`src/design/sprq_pkg.sv`:
```
// Shared types and constants for the sorted priority ready queue.
package sprq_pkg;

  // Queue geometry.
  localparam int QUEUE_DEPTH = 128;
  localparam int IDX_W = $clog2(QUEUE_DEPTH);
  localparam int CNT_W = $clog2(QUEUE_DEPTH + 1);

  // Field widths.
  localparam int REQ_W = 2;
  localparam int ID_W = 7;
  localparam int PRI_W = 8;
  localparam int ST_W = 2;
  localparam int ECNT_W = 8;
  localparam int ENTRY_W = ID_W + PRI_W;

  // Request codes.
  typedef enum logic [REQ_W-1:0] {
    REQ_ENQ = 2'd0,
    REQ_REM = 2'd1,
    REQ_POP = 2'd2,
    REQ_NOP = 2'd3
  } req_t;

  // Result status codes.
  typedef enum logic [ST_W-1:0] {
    ST_OK   = 2'd0,
    ST_MISS = 2'd1,
    ST_FULL = 2'd2,
    ST_RSVD = 2'd3
  } st_t;

  // One stored queue entry.
  typedef struct packed {
    logic [ID_W-1:0]  id;
    logic [PRI_W-1:0] pri;
  } entry_t;

  // Read address source.
  typedef enum logic [1:0] {
    RD_DEC  = 2'd0,
    RD_INC  = 2'd1,
    RD_ZERO = 2'd2,
    RD_NONE = 2'd3
  } rd_sel_t;

  // Write data source.
  typedef enum logic {
    WR_REQ = 1'b0,
    WR_RD  = 1'b1
  } wr_sel_t;

  // Position register update.
  typedef enum logic [2:0] {
    POS_KEEP  = 3'd0,
    POS_COUNT = 3'd1,
    POS_ZERO  = 3'd2,
    POS_DEC   = 3'd3,
    POS_INC   = 3'd4
  } pos_sel_t;

  // Result payload source.
  typedef enum logic [1:0] {
    RES_KEEP = 2'd0,
    RES_REQ  = 2'd1,
    RES_RD   = 2'd2,
    RES_ZERO = 2'd3
  } res_sel_t;

  // Commands from the controller to the datapath.
  typedef struct packed {
    logic     load_req;
    logic     rd_en;
    rd_sel_t  rd_sel;
    logic     wr_en;
    wr_sel_t  wr_sel;
    pos_sel_t pos_sel;
    logic     cnt_inc;
    logic     cnt_dec;
    res_sel_t res_sel;
    logic     st_load;
    st_t      st_val;
    logic     out_load;
  } cmd_t;

  // Status from the datapath to the controller.
  typedef struct packed {
    req_t req_type;
    logic full;
    logic cnt_zero;
    logic pos_zero;
    logic pri_le;
    logic id_match;
    logic shift_more;
    logic out_free;
  } stat_t;

endpackage

```
`src/design/sprq_dp.sv`:
```
// Datapath: entry memory, request latch, position and count registers, result register.
module sprq_dp (
  input  logic                                   clk,
  input  logic                                   rst_n,
  input  sprq_pkg::cmd_t                         cmd,
  output sprq_pkg::stat_t                        stat,
  input  logic [sprq_pkg::REQ_W-1:0]             in_req_type,
  input  logic [sprq_pkg::ID_W-1:0]              in_task_id,
  input  logic [sprq_pkg::PRI_W-1:0]             in_priority_req,
  output logic                                   out_valid,
  input  logic                                   out_ready,
  output logic [sprq_pkg::ST_W-1:0]              out_status,
  output logic [sprq_pkg::ID_W-1:0]              out_task_id,
  output logic [sprq_pkg::PRI_W-1:0]             out_priority,
  output logic [sprq_pkg::ECNT_W-1:0]            out_entry_count
);

  // Entry memory and its registered read port.
  sprq_pkg::entry_t mem_r [sprq_pkg::QUEUE_DEPTH];
  sprq_pkg::entry_t rd_data_r;

  // Latched request.
  sprq_pkg::req_t             req_type_r;
  logic [sprq_pkg::ID_W-1:0]  req_id_r;
  logic [sprq_pkg::PRI_W-1:0] req_pri_r;

  // Walk position and occupancy.
  logic [sprq_pkg::CNT_W-1:0] pos_r;
  logic [sprq_pkg::CNT_W-1:0] pos_nxt;
  logic [sprq_pkg::CNT_W-1:0] cnt_r;
  logic [sprq_pkg::CNT_W:0]   pos_plus1;

  // Pending result and output register.
  sprq_pkg::st_t              st_r;
  sprq_pkg::entry_t           res_r;
  logic                       out_valid_r;
  sprq_pkg::st_t              out_st_r;
  sprq_pkg::entry_t           out_res_r;
  logic [sprq_pkg::ECNT_W-1:0] out_cnt_r;

  logic [sprq_pkg::IDX_W-1:0] rd_addr;
  logic [sprq_pkg::IDX_W-1:0] wr_addr;
  sprq_pkg::entry_t           wr_data;
  sprq_pkg::entry_t           req_entry;

  assign req_entry = '{id: req_id_r, pri: req_pri_r};
  assign pos_plus1 = {1'b0, pos_r} + {{sprq_pkg::CNT_W{1'b0}}, 1'b1};

  // Address and data selection for the memory.
  always_comb begin
    case (cmd.rd_sel)
      sprq_pkg::RD_DEC:  rd_addr = sprq_pkg::IDX_W'(pos_r - sprq_pkg::CNT_W'(1));
      sprq_pkg::RD_INC:  rd_addr = sprq_pkg::IDX_W'(pos_plus1);
      default:           rd_addr = '0;
    endcase
    wr_addr = sprq_pkg::IDX_W'(pos_r);
    wr_data = (cmd.wr_sel == sprq_pkg::WR_RD) ? rd_data_r : req_entry;
  end

  // Memory write and registered read.
  always_ff @(posedge clk) begin
    if (cmd.wr_en) begin
      mem_r[wr_addr] <= wr_data;
    end
    if (cmd.rd_en) begin
      rd_data_r <= mem_r[rd_addr];
    end
  end

  // Next position.
  always_comb begin
    case (cmd.pos_sel)
      sprq_pkg::POS_COUNT: pos_nxt = cnt_r;
      sprq_pkg::POS_ZERO:  pos_nxt = '0;
      sprq_pkg::POS_DEC:   pos_nxt = pos_r - sprq_pkg::CNT_W'(1);
      sprq_pkg::POS_INC:   pos_nxt = sprq_pkg::CNT_W'(pos_plus1);
      default:             pos_nxt = pos_r;
    endcase
  end

  // Request latch, position, pending result and output register payload (no reset needed).
  always_ff @(posedge clk) begin
    if (cmd.load_req) begin
      req_type_r <= sprq_pkg::req_t'(in_req_type);
      req_id_r   <= in_task_id;
      req_pri_r  <= in_priority_req;
    end
    pos_r <= pos_nxt;
    if (cmd.st_load) begin
      st_r <= cmd.st_val;
    end
    case (cmd.res_sel)
      sprq_pkg::RES_REQ:  res_r <= req_entry;
      sprq_pkg::RES_RD:   res_r <= rd_data_r;
      sprq_pkg::RES_ZERO: res_r <= '0;
      default:            res_r <= res_r;
    endcase
    if (cmd.out_load) begin
      out_st_r  <= st_r;
      out_res_r <= res_r;
      out_cnt_r <= sprq_pkg::ECNT_W'(cnt_r);
    end
  end

  // Occupancy and output valid.
  always_ff @(posedge clk) begin
    if (!rst_n) begin
      cnt_r       <= '0;
      out_valid_r <= 1'b0;
    end else begin
      if (cmd.cnt_inc) begin
        cnt_r <= cnt_r + sprq_pkg::CNT_W'(1);
      end else if (cmd.cnt_dec) begin
        cnt_r <= cnt_r - sprq_pkg::CNT_W'(1);
      end
      if (cmd.out_load) begin
        out_valid_r <= 1'b1;
      end else if (out_ready) begin
        out_valid_r <= 1'b0;
      end
    end
  end

  // Status back to the controller.
  always_comb begin
    stat.req_type   = req_type_r;
    stat.full       = (cnt_r == sprq_pkg::CNT_W'(sprq_pkg::QUEUE_DEPTH));
    stat.cnt_zero   = (cnt_r == '0);
    stat.pos_zero   = (pos_r == '0);
    stat.pri_le     = (rd_data_r.pri <= req_pri_r);
    stat.id_match   = (rd_data_r.id == req_id_r);
    stat.shift_more = (pos_plus1 < {1'b0, cnt_r});
    stat.out_free   = !out_valid_r || out_ready;
  end

  assign out_valid       = out_valid_r;
  assign out_status      = out_st_r;
  assign out_task_id     = out_res_r.id;
  assign out_priority    = out_res_r.pri;
  assign out_entry_count = out_cnt_r;

endmodule

```
`src/design/sprq_ctrl.sv`:
```
// Controller state machine that sequences enqueue, remove and pop over the entry memory.
module sprq_ctrl (
  input  logic            clk,
  input  logic            rst_n,
  input  logic            in_valid,
  output logic            in_ready,
  input  sprq_pkg::stat_t stat,
  output sprq_pkg::cmd_t  cmd
);

  typedef enum logic [9:0] {
    S_IDLE     = 10'b00_0000_0001,
    S_DISPATCH = 10'b00_0000_0010,
    S_ENQ_CHK  = 10'b00_0000_0100,
    S_ENQ_CMP  = 10'b00_0000_1000,
    S_REM_CHK  = 10'b00_0001_0000,
    S_REM_CMP  = 10'b00_0010_0000,
    S_POP_CAP  = 10'b00_0100_0000,
    S_SH_CHK   = 10'b00_1000_0000,
    S_SH_WR    = 10'b01_0000_0000,
    S_RESULT   = 10'b10_0000_0000
  } state_t;

  state_t state_r;
  state_t state_nxt;

  assign in_ready = (state_r == S_IDLE);

  // Next state and commands.
  always_comb begin
    state_nxt    = state_r;
    cmd          = '0;
    cmd.rd_sel   = sprq_pkg::RD_NONE;
    cmd.wr_sel   = sprq_pkg::WR_REQ;
    cmd.pos_sel  = sprq_pkg::POS_KEEP;
    cmd.res_sel  = sprq_pkg::RES_KEEP;
    cmd.st_val   = sprq_pkg::ST_OK;
    case (state_r)
      S_IDLE: begin
        if (in_valid) begin
          cmd.load_req = 1'b1;
          state_nxt    = S_DISPATCH;
        end
      end
      S_DISPATCH: begin
        case (stat.req_type)
          sprq_pkg::REQ_ENQ: begin
            if (stat.full) begin
              cmd.st_load = 1'b1;
              cmd.st_val  = sprq_pkg::ST_FULL;
              cmd.res_sel = sprq_pkg::RES_ZERO;
              state_nxt   = S_RESULT;
            end else begin
              cmd.pos_sel = sprq_pkg::POS_COUNT;
              state_nxt   = S_ENQ_CHK;
            end
          end
          sprq_pkg::REQ_REM: begin
            cmd.pos_sel = sprq_pkg::POS_COUNT;
            state_nxt   = S_REM_CHK;
          end
          sprq_pkg::REQ_POP: begin
            if (stat.cnt_zero) begin
              cmd.st_load = 1'b1;
              cmd.st_val  = sprq_pkg::ST_MISS;
              cmd.res_sel = sprq_pkg::RES_ZERO;
              state_nxt   = S_RESULT;
            end else begin
              cmd.rd_en   = 1'b1;
              cmd.rd_sel  = sprq_pkg::RD_ZERO;
              cmd.pos_sel = sprq_pkg::POS_ZERO;
              state_nxt   = S_POP_CAP;
            end
          end
          default: begin
            cmd.st_load = 1'b1;
            cmd.st_val  = sprq_pkg::ST_MISS;
            cmd.res_sel = sprq_pkg::RES_ZERO;
            state_nxt   = S_RESULT;
          end
        endcase
      end
      // Walk up from the tail; place the new entry once a higher priority is found.
      S_ENQ_CHK: begin
        if (stat.pos_zero) begin
          cmd.wr_en   = 1'b1;
          cmd.wr_sel  = sprq_pkg::WR_REQ;
          cmd.cnt_inc = 1'b1;
          cmd.st_load = 1'b1;
          cmd.st_val  = sprq_pkg::ST_OK;
          cmd.res_sel = sprq_pkg::RES_REQ;
          state_nxt   = S_RESULT;
        end else begin
          cmd.rd_en  = 1'b1;
          cmd.rd_sel = sprq_pkg::RD_DEC;
          state_nxt  = S_ENQ_CMP;
        end
      end
      S_ENQ_CMP: begin
        cmd.wr_en = 1'b1;
        if (stat.pri_le) begin
          cmd.wr_sel  = sprq_pkg::WR_RD;
          cmd.pos_sel = sprq_pkg::POS_DEC;
          state_nxt   = S_ENQ_CHK;
        end else begin
          cmd.wr_sel  = sprq_pkg::WR_REQ;
          cmd.cnt_inc = 1'b1;
          cmd.st_load = 1'b1;
          cmd.st_val  = sprq_pkg::ST_OK;
          cmd.res_sel = sprq_pkg::RES_REQ;
          state_nxt   = S_RESULT;
        end
      end
      // Search from the tail for the last matching id.
      S_REM_CHK: begin
        if (stat.pos_zero) begin
          cmd.st_load = 1'b1;
          cmd.st_val  = sprq_pkg::ST_MISS;
          cmd.res_sel = sprq_pkg::RES_ZERO;
          state_nxt   = S_RESULT;
        end else begin
          cmd.rd_en   = 1'b1;
          cmd.rd_sel  = sprq_pkg::RD_DEC;
          cmd.pos_sel = sprq_pkg::POS_DEC;
          state_nxt   = S_REM_CMP;
        end
      end
      S_REM_CMP: begin
        if (stat.id_match) begin
          cmd.st_load = 1'b1;
          cmd.st_val  = sprq_pkg::ST_OK;
          cmd.res_sel = sprq_pkg::RES_RD;
          state_nxt   = S_SH_CHK;
        end else begin
          state_nxt = S_REM_CHK;
        end
      end
      S_POP_CAP: begin
        cmd.st_load = 1'b1;
        cmd.st_val  = sprq_pkg::ST_OK;
        cmd.res_sel = sprq_pkg::RES_RD;
        state_nxt   = S_SH_CHK;
      end
      // Close the gap: move each later entry up by one slot.
      S_SH_CHK: begin
        if (stat.shift_more) begin
          cmd.rd_en  = 1'b1;
          cmd.rd_sel = sprq_pkg::RD_INC;
          state_nxt  = S_SH_WR;
        end else begin
          cmd.cnt_dec = 1'b1;
          state_nxt   = S_RESULT;
        end
      end
      S_SH_WR: begin
        cmd.wr_en   = 1'b1;
        cmd.wr_sel  = sprq_pkg::WR_RD;
        cmd.pos_sel = sprq_pkg::POS_INC;
        state_nxt   = S_SH_CHK;
      end
      // Hand the result to the output register once it is free.
      S_RESULT: begin
        if (stat.out_free) begin
          cmd.out_load = 1'b1;
          state_nxt    = S_IDLE;
        end
      end
      default: begin
        state_nxt = S_IDLE;
      end
    endcase
  end

  // State register.
  always_ff @(posedge clk) begin
    if (!rst_n) begin
      state_r <= S_IDLE;
    end else begin
      state_r <= state_nxt;
    end
  end

endmodule

```
`src/design/sorted_priority_ready_queue.sv`:
```
// Top level of the sorted priority ready queue: stream ports around controller and datapath.
//
// A scheduler sends one request on the in_ channel: in_tuser carries the request
// type (enqueue, remove by id, pop highest priority), in_tdata the task id and
// priority. Each request returns exactly one result on the out_ channel: out_tuser
// is the status (ok, not found or empty, full and dropped), out_tdata the task id,
// priority and queue count after the request.
// Entries sit in one single-port-write memory sorted by descending priority, and
// requests are served one at a time; each entry move is a read followed by a write.
// Enqueue walks up from the tail, moving each entry of equal or lower priority down
// one slot, then writes the new entry; remove searches from the tail for the id and,
// if found, moves each entry behind it up one slot; pop reads the head and moves the
// rest up one slot; full, empty or unused code answer without touching memory.
// The next request can be accepted as soon as a result is loaded into the output
// register. A result waits in that register while out_tready is low; a new request
// may be accepted meanwhile, and its result waits until the register is taken.
// Reset (rst_n low at a clock edge) empties the queue and drops any pending result;
// no clearing pass.
module sorted_priority_ready_queue (
  input  logic        clk,
  input  logic        rst_n,
  input  logic        in_tvalid,
  output logic        in_tready,
  input  logic [15:0] in_tdata,   // [6:0] task_id, [14:7] priority_req, [15] zero
  input  logic [1:0]  in_tuser,   // [1:0] req_type
  output logic        out_tvalid,
  input  logic        out_tready,
  output logic [23:0] out_tdata,  // [6:0] out_task_id, [14:7] out_priority, [22:15] entry_count
  output logic [1:0]  out_tuser   // [1:0] status
);

  sprq_pkg::cmd_t  cmd;
  sprq_pkg::stat_t stat;

  logic [sprq_pkg::ST_W-1:0]   res_status;
  logic [sprq_pkg::ID_W-1:0]   res_task_id;
  logic [sprq_pkg::PRI_W-1:0]  res_priority;
  logic [sprq_pkg::ECNT_W-1:0] res_count;

  sprq_ctrl u_ctrl (
    .clk      (clk),
    .rst_n    (rst_n),
    .in_valid (in_tvalid),
    .in_ready (in_tready),
    .stat     (stat),
    .cmd      (cmd)
  );

  sprq_dp u_dp (
    .clk             (clk),
    .rst_n           (rst_n),
    .cmd             (cmd),
    .stat            (stat),
    .in_req_type     (in_tuser),
    .in_task_id      (in_tdata[6:0]),
    .in_priority_req (in_tdata[14:7]),
    .out_valid       (out_tvalid),
    .out_ready       (out_tready),
    .out_status      (res_status),
    .out_task_id     (res_task_id),
    .out_priority    (res_priority),
    .out_entry_count (res_count)
  );

  // Pack the result fields.
  assign out_tuser = res_status;
  assign out_tdata = {1'b0, res_count, res_priority, res_task_id};

endmodule
```
`config.mk`:
```
export PLATFORM = sky130hd
export DESIGN_NAME = sorted_priority_ready_queue
export DESIGN_NICKNAME = d
export VERILOG_FILES = /design/src/design/sprq_pkg.sv /design/src/design/sprq_dp.sv /design/src/design/sprq_ctrl.sv /design/src/design/sorted_priority_ready_queue.sv
export SDC_FILE = /design/constraint.sdc
export NUM_CORES = 2
export LEC_CHECK = 0
export BUFFER_PORTS_ARGS = -buffer_cell sky130_fd_sc_hd__buf_2
export CAP_MARGIN = 40
export CORE_ASPECT_RATIO = 0.5
export CORE_MARGIN = 2
export CORE_UTILIZATION = 40
export CTS_CLUSTER_DIAMETER = 120
export DETAILED_ROUTE_END_ITERATION = 10
export PLACE_DENSITY = 0.59
export REMOVE_ABC_BUFFERS = 1
export SETUP_SLACK_MARGIN = 0.5
export SYNTH_ARGS = -nofsm -noshare
export SYNTH_HDL_FRONTEND = slang
export SYNTH_SLANG_ARGS = --single-unit
```
`constraint.sdc`:
```
create_clock -name clk -period 18.9 [get_ports clk]
set_input_delay 2.835 -clock clk [delete_from_list [all_inputs] [get_ports clk]]
set_output_delay 2.835 -clock clk [all_outputs]
set_load 0.05 [all_outputs]
```
Yosys cells after proc, flatten, opt, wreduce, memory -nomap -nowiden
Memories as Yosys holds them, arrays and structs flattened. A register that Yosys moved wholly into a read port is not among the register bits.
Index checks and enable logic that the tools add are counted.
Storage, ports and cells
  RAM bits: 1920
  output and inout bits: 28
  memories kept: 1
  input port bits: 22
  register bits: 86
Cells by class
  add/sub/neg operators: 4
  $lt $le $gt $ge: 2
  muxes and demuxes: 52
  equality and inequality tests: 24
  reductions and logical operators: 13
Memory list
  u_dp.mem_r: words 128, width 15, read ports 1, clocked after Yosys merged registers in 1, write ports 1, RTL line sprq_dp.sv:19  | sprq_pkg::entry_t mem_r [sprq_pkg::QUEUE_DEPTH];
Operator list (count)
  $pmux 10 s9: 1
  $mux 10: 8
  $pmux 15 s3: 1
  $pmux 8 s4: 1
  $pmux 10 s3: 1
  $pmux 5 s6: 1
  $mux 8: 3
  $mux 5: 4
  $pmux 3 s3: 2
  $logic_not 8->1: 2
  $sub 8x1->8 const B: 2
  $mux 15: 1
  $pmux 5 s3: 1
  $mux 1: 14
  $pmux 7 s2: 1
  $mux 3: 4
  $pmux 3 s4: 1
  $eq 10x1->1 const B: 1
  $eq 10x10->1 const B: 1
  $eq 10x2->1 const B: 1
  $eq 10x3->1 const B: 1
  $eq 10x4->1 const B: 1
  $eq 10x5->1 const B: 1
  $eq 10x6->1 const B: 1
  27 further kinds: 40

Depth between registers and ports, before layout
  depth after elaboration: 6
  gate-level depth with buffers: 23
  gate-level depth less buffers: 22

By module
Synthesis repeated with hierarchy kept, for this count alone.
Unflattened totals
  cell total of the unflattened synthesis: 4434
  area, all modules: 80308.3 sq um
Modules (own cells, without submodules)
  sprq_dp: seq. area each 60297.8 sq um, area an instance 79417.4 sq um, instances 1, cells each 4315
  sprq_ctrl: seq. area each 200.2 sq um, area an instance 879.6 sq um, instances 1, cells each 117
  sorted_priority_ready_queue: seq. area each 0.0 sq um, area an instance 11.3 sq um, instances 1, cells each 2

Least setup slack after synthesis
Ideal clock, no wire load.
  path kind: flip-flop to flip-flop
  start point: reg u_dp.rd_data_r[1] (netlist name)
  end point: mem u_dp.mem_r[0][0] (netlist bit) (data pin)
  path buffers: 2
  setup slack: 10.475 ns
  library setup time: 1.199 ns
  period minus slack after synthesis: 8.425 ns
  stages on the path, launching flop included: 13
  arrival time: 7.227 ns
  required time: 17.701 ns
  cell sequence: edfxtp_1 ha_1 nor2b_1 o21a_1 o21a_1 o21ai_0 a21oi_1 o31ai_1 and2_1 nor2b_1 clkbuf_1 clkbuf_1 o21ai_0
RTL lines (RTL line)
  end, declared: sprq_dp.sv:19

Worst setup path after layout
  start point: reg u_dp.pos_r[3] (netlist bit)
  end point: reg u_dp.rd_data_r[1] (netlist name)
Between the ends
  word-level cells in the longest chain between the ends: 6
  elaborated cells between the ends (all ways): 10
  those cells by class: add/sub: 2; order compare: 1; eq/ne: 1; mux: 4; reduce/logical: 2
RTL lines
  start, declared: RTL line sprq_dp.sv:28  | logic [sprq_pkg::CNT_W-1:0] pos_r;
  start signal, assigned: RTL line sprq_dp.sv:88  | pos_r <= pos_nxt;
  $add 8x1->9: RTL line sprq_dp.sv:47  | assign pos_plus1 = {1'b0, pos_r} + {{sprq_pkg::CNT_W{1'b0}}, 1'b1};
  $lt 9x8->1: RTL line sprq_dp.sv:132  | stat.shift_more = (pos_plus1 < {1'b0, cnt_r});
  $mux 3: RTL line sprq_ctrl.sv:146  | if (stat.shift_more) begin
  $pmux 3 s3: RTL line sprq_ctrl.sv:38  | case (state_r)
  $eq 2x1->1 / $logic_not 2->1 (equally long branches): RTL line sprq_dp.sv:51  | case (cmd.rd_sel)
  $pmux 7 s2: RTL line sprq_dp.sv:51
Several ways; a longest one is shown, not always the timed one.
A chain may end at the register's enable or synchronous reset.

==> summary.txt <==
Logic synthesis
  • Synth Flop Type: edfxtp_1
  • Seq/Total Area, Yosys: 74.5%
  • Fraction of registers with async set/reset: 0%
  • Netlist cell types: 98
  • Cell Area, Synth: 81200 um^2
  • Yosys reg bits: between 2000 and 2500
  • Gate Count Post-Synth: 5522
  • Post-synth EDFFs: ~2000
  • Synth Warn #: 0
  • Syn_area_per_cell: about 15 um^2

Pwr
  • VDD IR-drop max: between 0.00009 and 0.0001 V
  • Leak Pwr: between 30 and 40 nW
  • Clock power share: between 40% and 50%
  • Comb power frac: between 1.5 and 2%
  • Sw Share: roughly 20%
  • Final Power: slightly below 9 mW
  • Switch Pwr: roughly 1.8 mW
  • PD cells: ~95 nW/um^2
  • Seq pwr share: roughly 57%
  • Pint: 6.95 mW

Run status
  • Outcome: complete, no violations

Route
  • Drc violations: 0
  • Vias/cell: 6.11
  • ANT nets after route: 0
  • DRT iter0 DRCs: 9245
  • DR vias: around 53000
  • First-pass DRT Iterations: 8
  • Routed WL: approximately 280000 um
  • Drt wl/cell: 32.2 um

Critical path
  • Worst-case reg-to-reg path depth: 19
  • CP Launch Type: flip-flop
  • CP required: a little under 20 ns
  • Reg-to-reg endpoint: u_dp.rd_data_r[1]
  • Crit end category: flip-flop
  • Worst EP arrival: approximately 9.1 ns
  • Crit path max fanout: 115
  • Flop2flop setup slack: a little over 10 ns
  • CP Class: reg2reg
  • Critical R2R Launch: u_dp.pos_r[3]

Floorplanning
  • Num ports: 50
  • CORE AREA: 201000 um^2
  • Die Footprint: 207000 um^2
  • Die Ht: around 320 um
  • Initial core utilization: between 40% and 50%
  • Die X: about 640 um
  • Rows: 116

STA
  • Clock skew: between 0.02 and 0.03 ns
  • RSZ-0062 raised after global routing: no
  • Fin crit period: 8.64 ns
  • Slew headroom: a little under a third
  • Setup TNS: 0 ns
  • Worst slew pin tran: slightly above 1 ns
  • Crit share post-route: a little under half
  • Fmax: between 100 and 150 MHz
  • Final hold viol count: 0
  • Fin. max-slew vios: 0
  • Final setup vio count: 0

Global routing
  • Gr usage total: between 20% and 30%
  • First-pass GRT wire length: around 380000 um
  • Vias in the first global route: 48400
  • Pin count of the biggest net entering global routing: ~130
  • Grt ovf: 0
  • Initial antenna violation count: 28

Final layout
  • Fillers: 17500
  • Share of layout cells above drive strength 1: between 10% and 20%
  • Area growth syn-to-layout: 13.1%
  • Nets: approximately 5800
  • Fin util: between 40% and 50%

Job
  • Max cap viols: 0

Clock network
  • CTS tree: built
  • Clock buffer depth: 3
  • CTS root buf: clkbuf_16
  • Hold_buf cts: 0
  • Clk Latency, worst-skew pair: approximately 0.84 ns
  • Clock sinks: roughly 2000
  • H-tree depth: 4
  • Clk pin slew, worst setup/hold paths: about 0.07 ns
  • Postcts setup bufs: 0
  • CTS Buf Count: 184
  • Post-CTS sizing: 0

Placement
  • DPL Wire Length: approximately 170000 um
  • I/O Buffers: 47
  • Final Wtd Congestion: just over 0.9

Min path
  • Hold path depth: 0
  • HP Start: u_dp.res_r[11]
  • Hold EP: u_dp.out_task_id[3]
  • Type of the tightest min-delay check: reg2reg
-- synth_stat cells, types with 26 or more instances --
master | number | area, um^2
a211oi_1 | 53 | 398
a21oi_1 | 103 | 515
a221oi_1 | 96 | 841
a31oi_1 | 99 | 619
and3_1 | 75 | 469
buf_1 | 32 | 120
buf_2 | 149 | 746
buf_4 | 39 | 293
clkbuf_1 | 89 | 334
edfxtp_1 | 2002 | 60100
inv_1 | 26 | 97.6
mux2i_1 | 253 | 2530
mux4_2 | 71 | 1600
nand2_1 | 1059 | 3980
nand3_1 | 416 | 2080
nand4_1 | 63 | 394
nor2_1 | 259 | 972
nor3_1 | 36 | 180
o21ai_0 | 135 | 676
-- logic make-up (layout without fill, tap and decap cells) --
family	after synthesis	after routing	share of synthesized area (%)
adders and majority gates	24	24	0.379
other	1	10	0.00462
DFF	2021	2021	74.5
xor gates and xnor gates	27	27	0.291
buffers and inverters	353	719	2.19
AOI/OAI and AO/OA	745	745	6.45
and+or+nand+nor	2008	2008	10.8
muxes	343	343	5.35
-- power groups by stage --
stage / clock network, mW / registers, mW / logic, mW
global route: 3.82 / 4.95 / 0.143
global placement: 0 / 5.04 / 0.122
finish: 3.61 / 4.95 / 0.138
detailed placement: 0 / 5.04 / 0.134
floorplan: 0 / 5.05 / 0.0573
CTS: 3.64 / 4.95 / 0.134
-- worst max path at each step --
stage	startpoint	to	slack, ns	depth (start not counted)
floorplan	u_dp.pos_r[0]	u_dp.rd_data_r[13]	6.39	15
global placement	u_dp.pos_r[3]	u_dp.rd_data_r[2]	10.67	19
detailed placement	u_dp.pos_r[3]	u_dp.rd_data_r[1]	10.77	19
CTS	u_dp.pos_r[3]	u_dp.rd_data_r[1]	10.71	19
global route	u_dp.pos_r[3]	u_dp.rd_data_r[1]	10.26	19
finish	u_dp.pos_r[3]	u_dp.rd_data_r[1]	10.26	19
-- through the flow --
stage          instance area (um^2)  hold slack [ns]  instances  worst slack [ns]
2_1_floorplan                 79500            0.400       5197              6.39
3_3_place_gp                  85600            0.403       8225             10.67
3_5_place_dp                  86200            0.405       8269             10.77
4_1_cts                       91900            0.418       8601             10.71
5_1_grt                       91900            0.425       8602             10.26
6_report                      91900            0.418       8611             10.26
-- state kept, by name, summed over array words and instances (netlist names), 7 cells and up --
register              cells
u_ctrl.state_r           10
u_dp.cnt_r                8
u_dp.mem_r             1920
u_dp.out_entry_count      8
u_dp.out_priority         8
u_dp.out_task_id          7
u_dp.pos_r                8
u_dp.rd_data_r           15
u_dp.req_id_r             7
u_dp.req_pri_r            8
u_dp.res_r               15
-- placed cells by master, fill, tap and decap left out, drive strengths merged, types with 13 or more instances in the layout --
cell,Yosys,routed
nand2,1061,1061
ha,23,23
nand4,63,63
mux2i,253,253
and3,75,75
inv,26,35
o211ai,22,22
a32oi,18,18
a221o,14,14
a21boi,13,13
o21ai,149,149
dfxtp,19,19
nor4,25,25
a21oi,107,107
a31oi,99,99
xor2,14,14
nor2,260,260
a22oi,24,24
clkbuf,89,235
xnor2,13,13
a211oi,54,54
buf,236,359
mux2,19,19
clkinv,2,75
nor3,40,40
a21o,14,14
o31ai,17,17
nand3,416,416
edfxtp,2002,2002
o22ai,13,13
a221oi,96,96
mux4,71,71
-- critical path, stage by stage, from the launching register on --
cell,delay [ns]
edfxtp_1,0.70
and2_0,0.74
nand4_1,0.20
xor2_1,0.39
inv_1,0.25
ha_1,0.34
and2_1,0.15
o21a_1,0.19
nor3_1,0.40
a21oi_2,0.19
nor2_4,0.42
buf_4,0.57
buf_4,0.63
buf_12,0.46
a211oi_1,0.16
a211oi_1,0.35
a31oi_1,0.11
o211ai_1,0.58
nor2_1,0.35
nor4_1,0.82
-- routing by layer --
metal	global-route usage, %	routed length, um
met3	9.24	41600
met5	0	99
met1	36.7	107000
met2	38.0	117000
met4	10.5	11600
-- final cells by class --
class / instances / area (um^2) / area share (%)
antenna: 9 / 22.5 / 0.0245
clock buffer: 235 / 4920 / 5.36
clock inverter: 97 / 772 / 0.840
inverter: 28 / 105 / 0.114
multi-input combinational: 3148 / 19300 / 21.0
sequential: 2021 / 60500 / 65.8
tap: 2714 / 3400 / 3.70
timing repair buffer: 359 / 2880 / 3.14
Note: power is estimated with default switching activity, not from simulation.
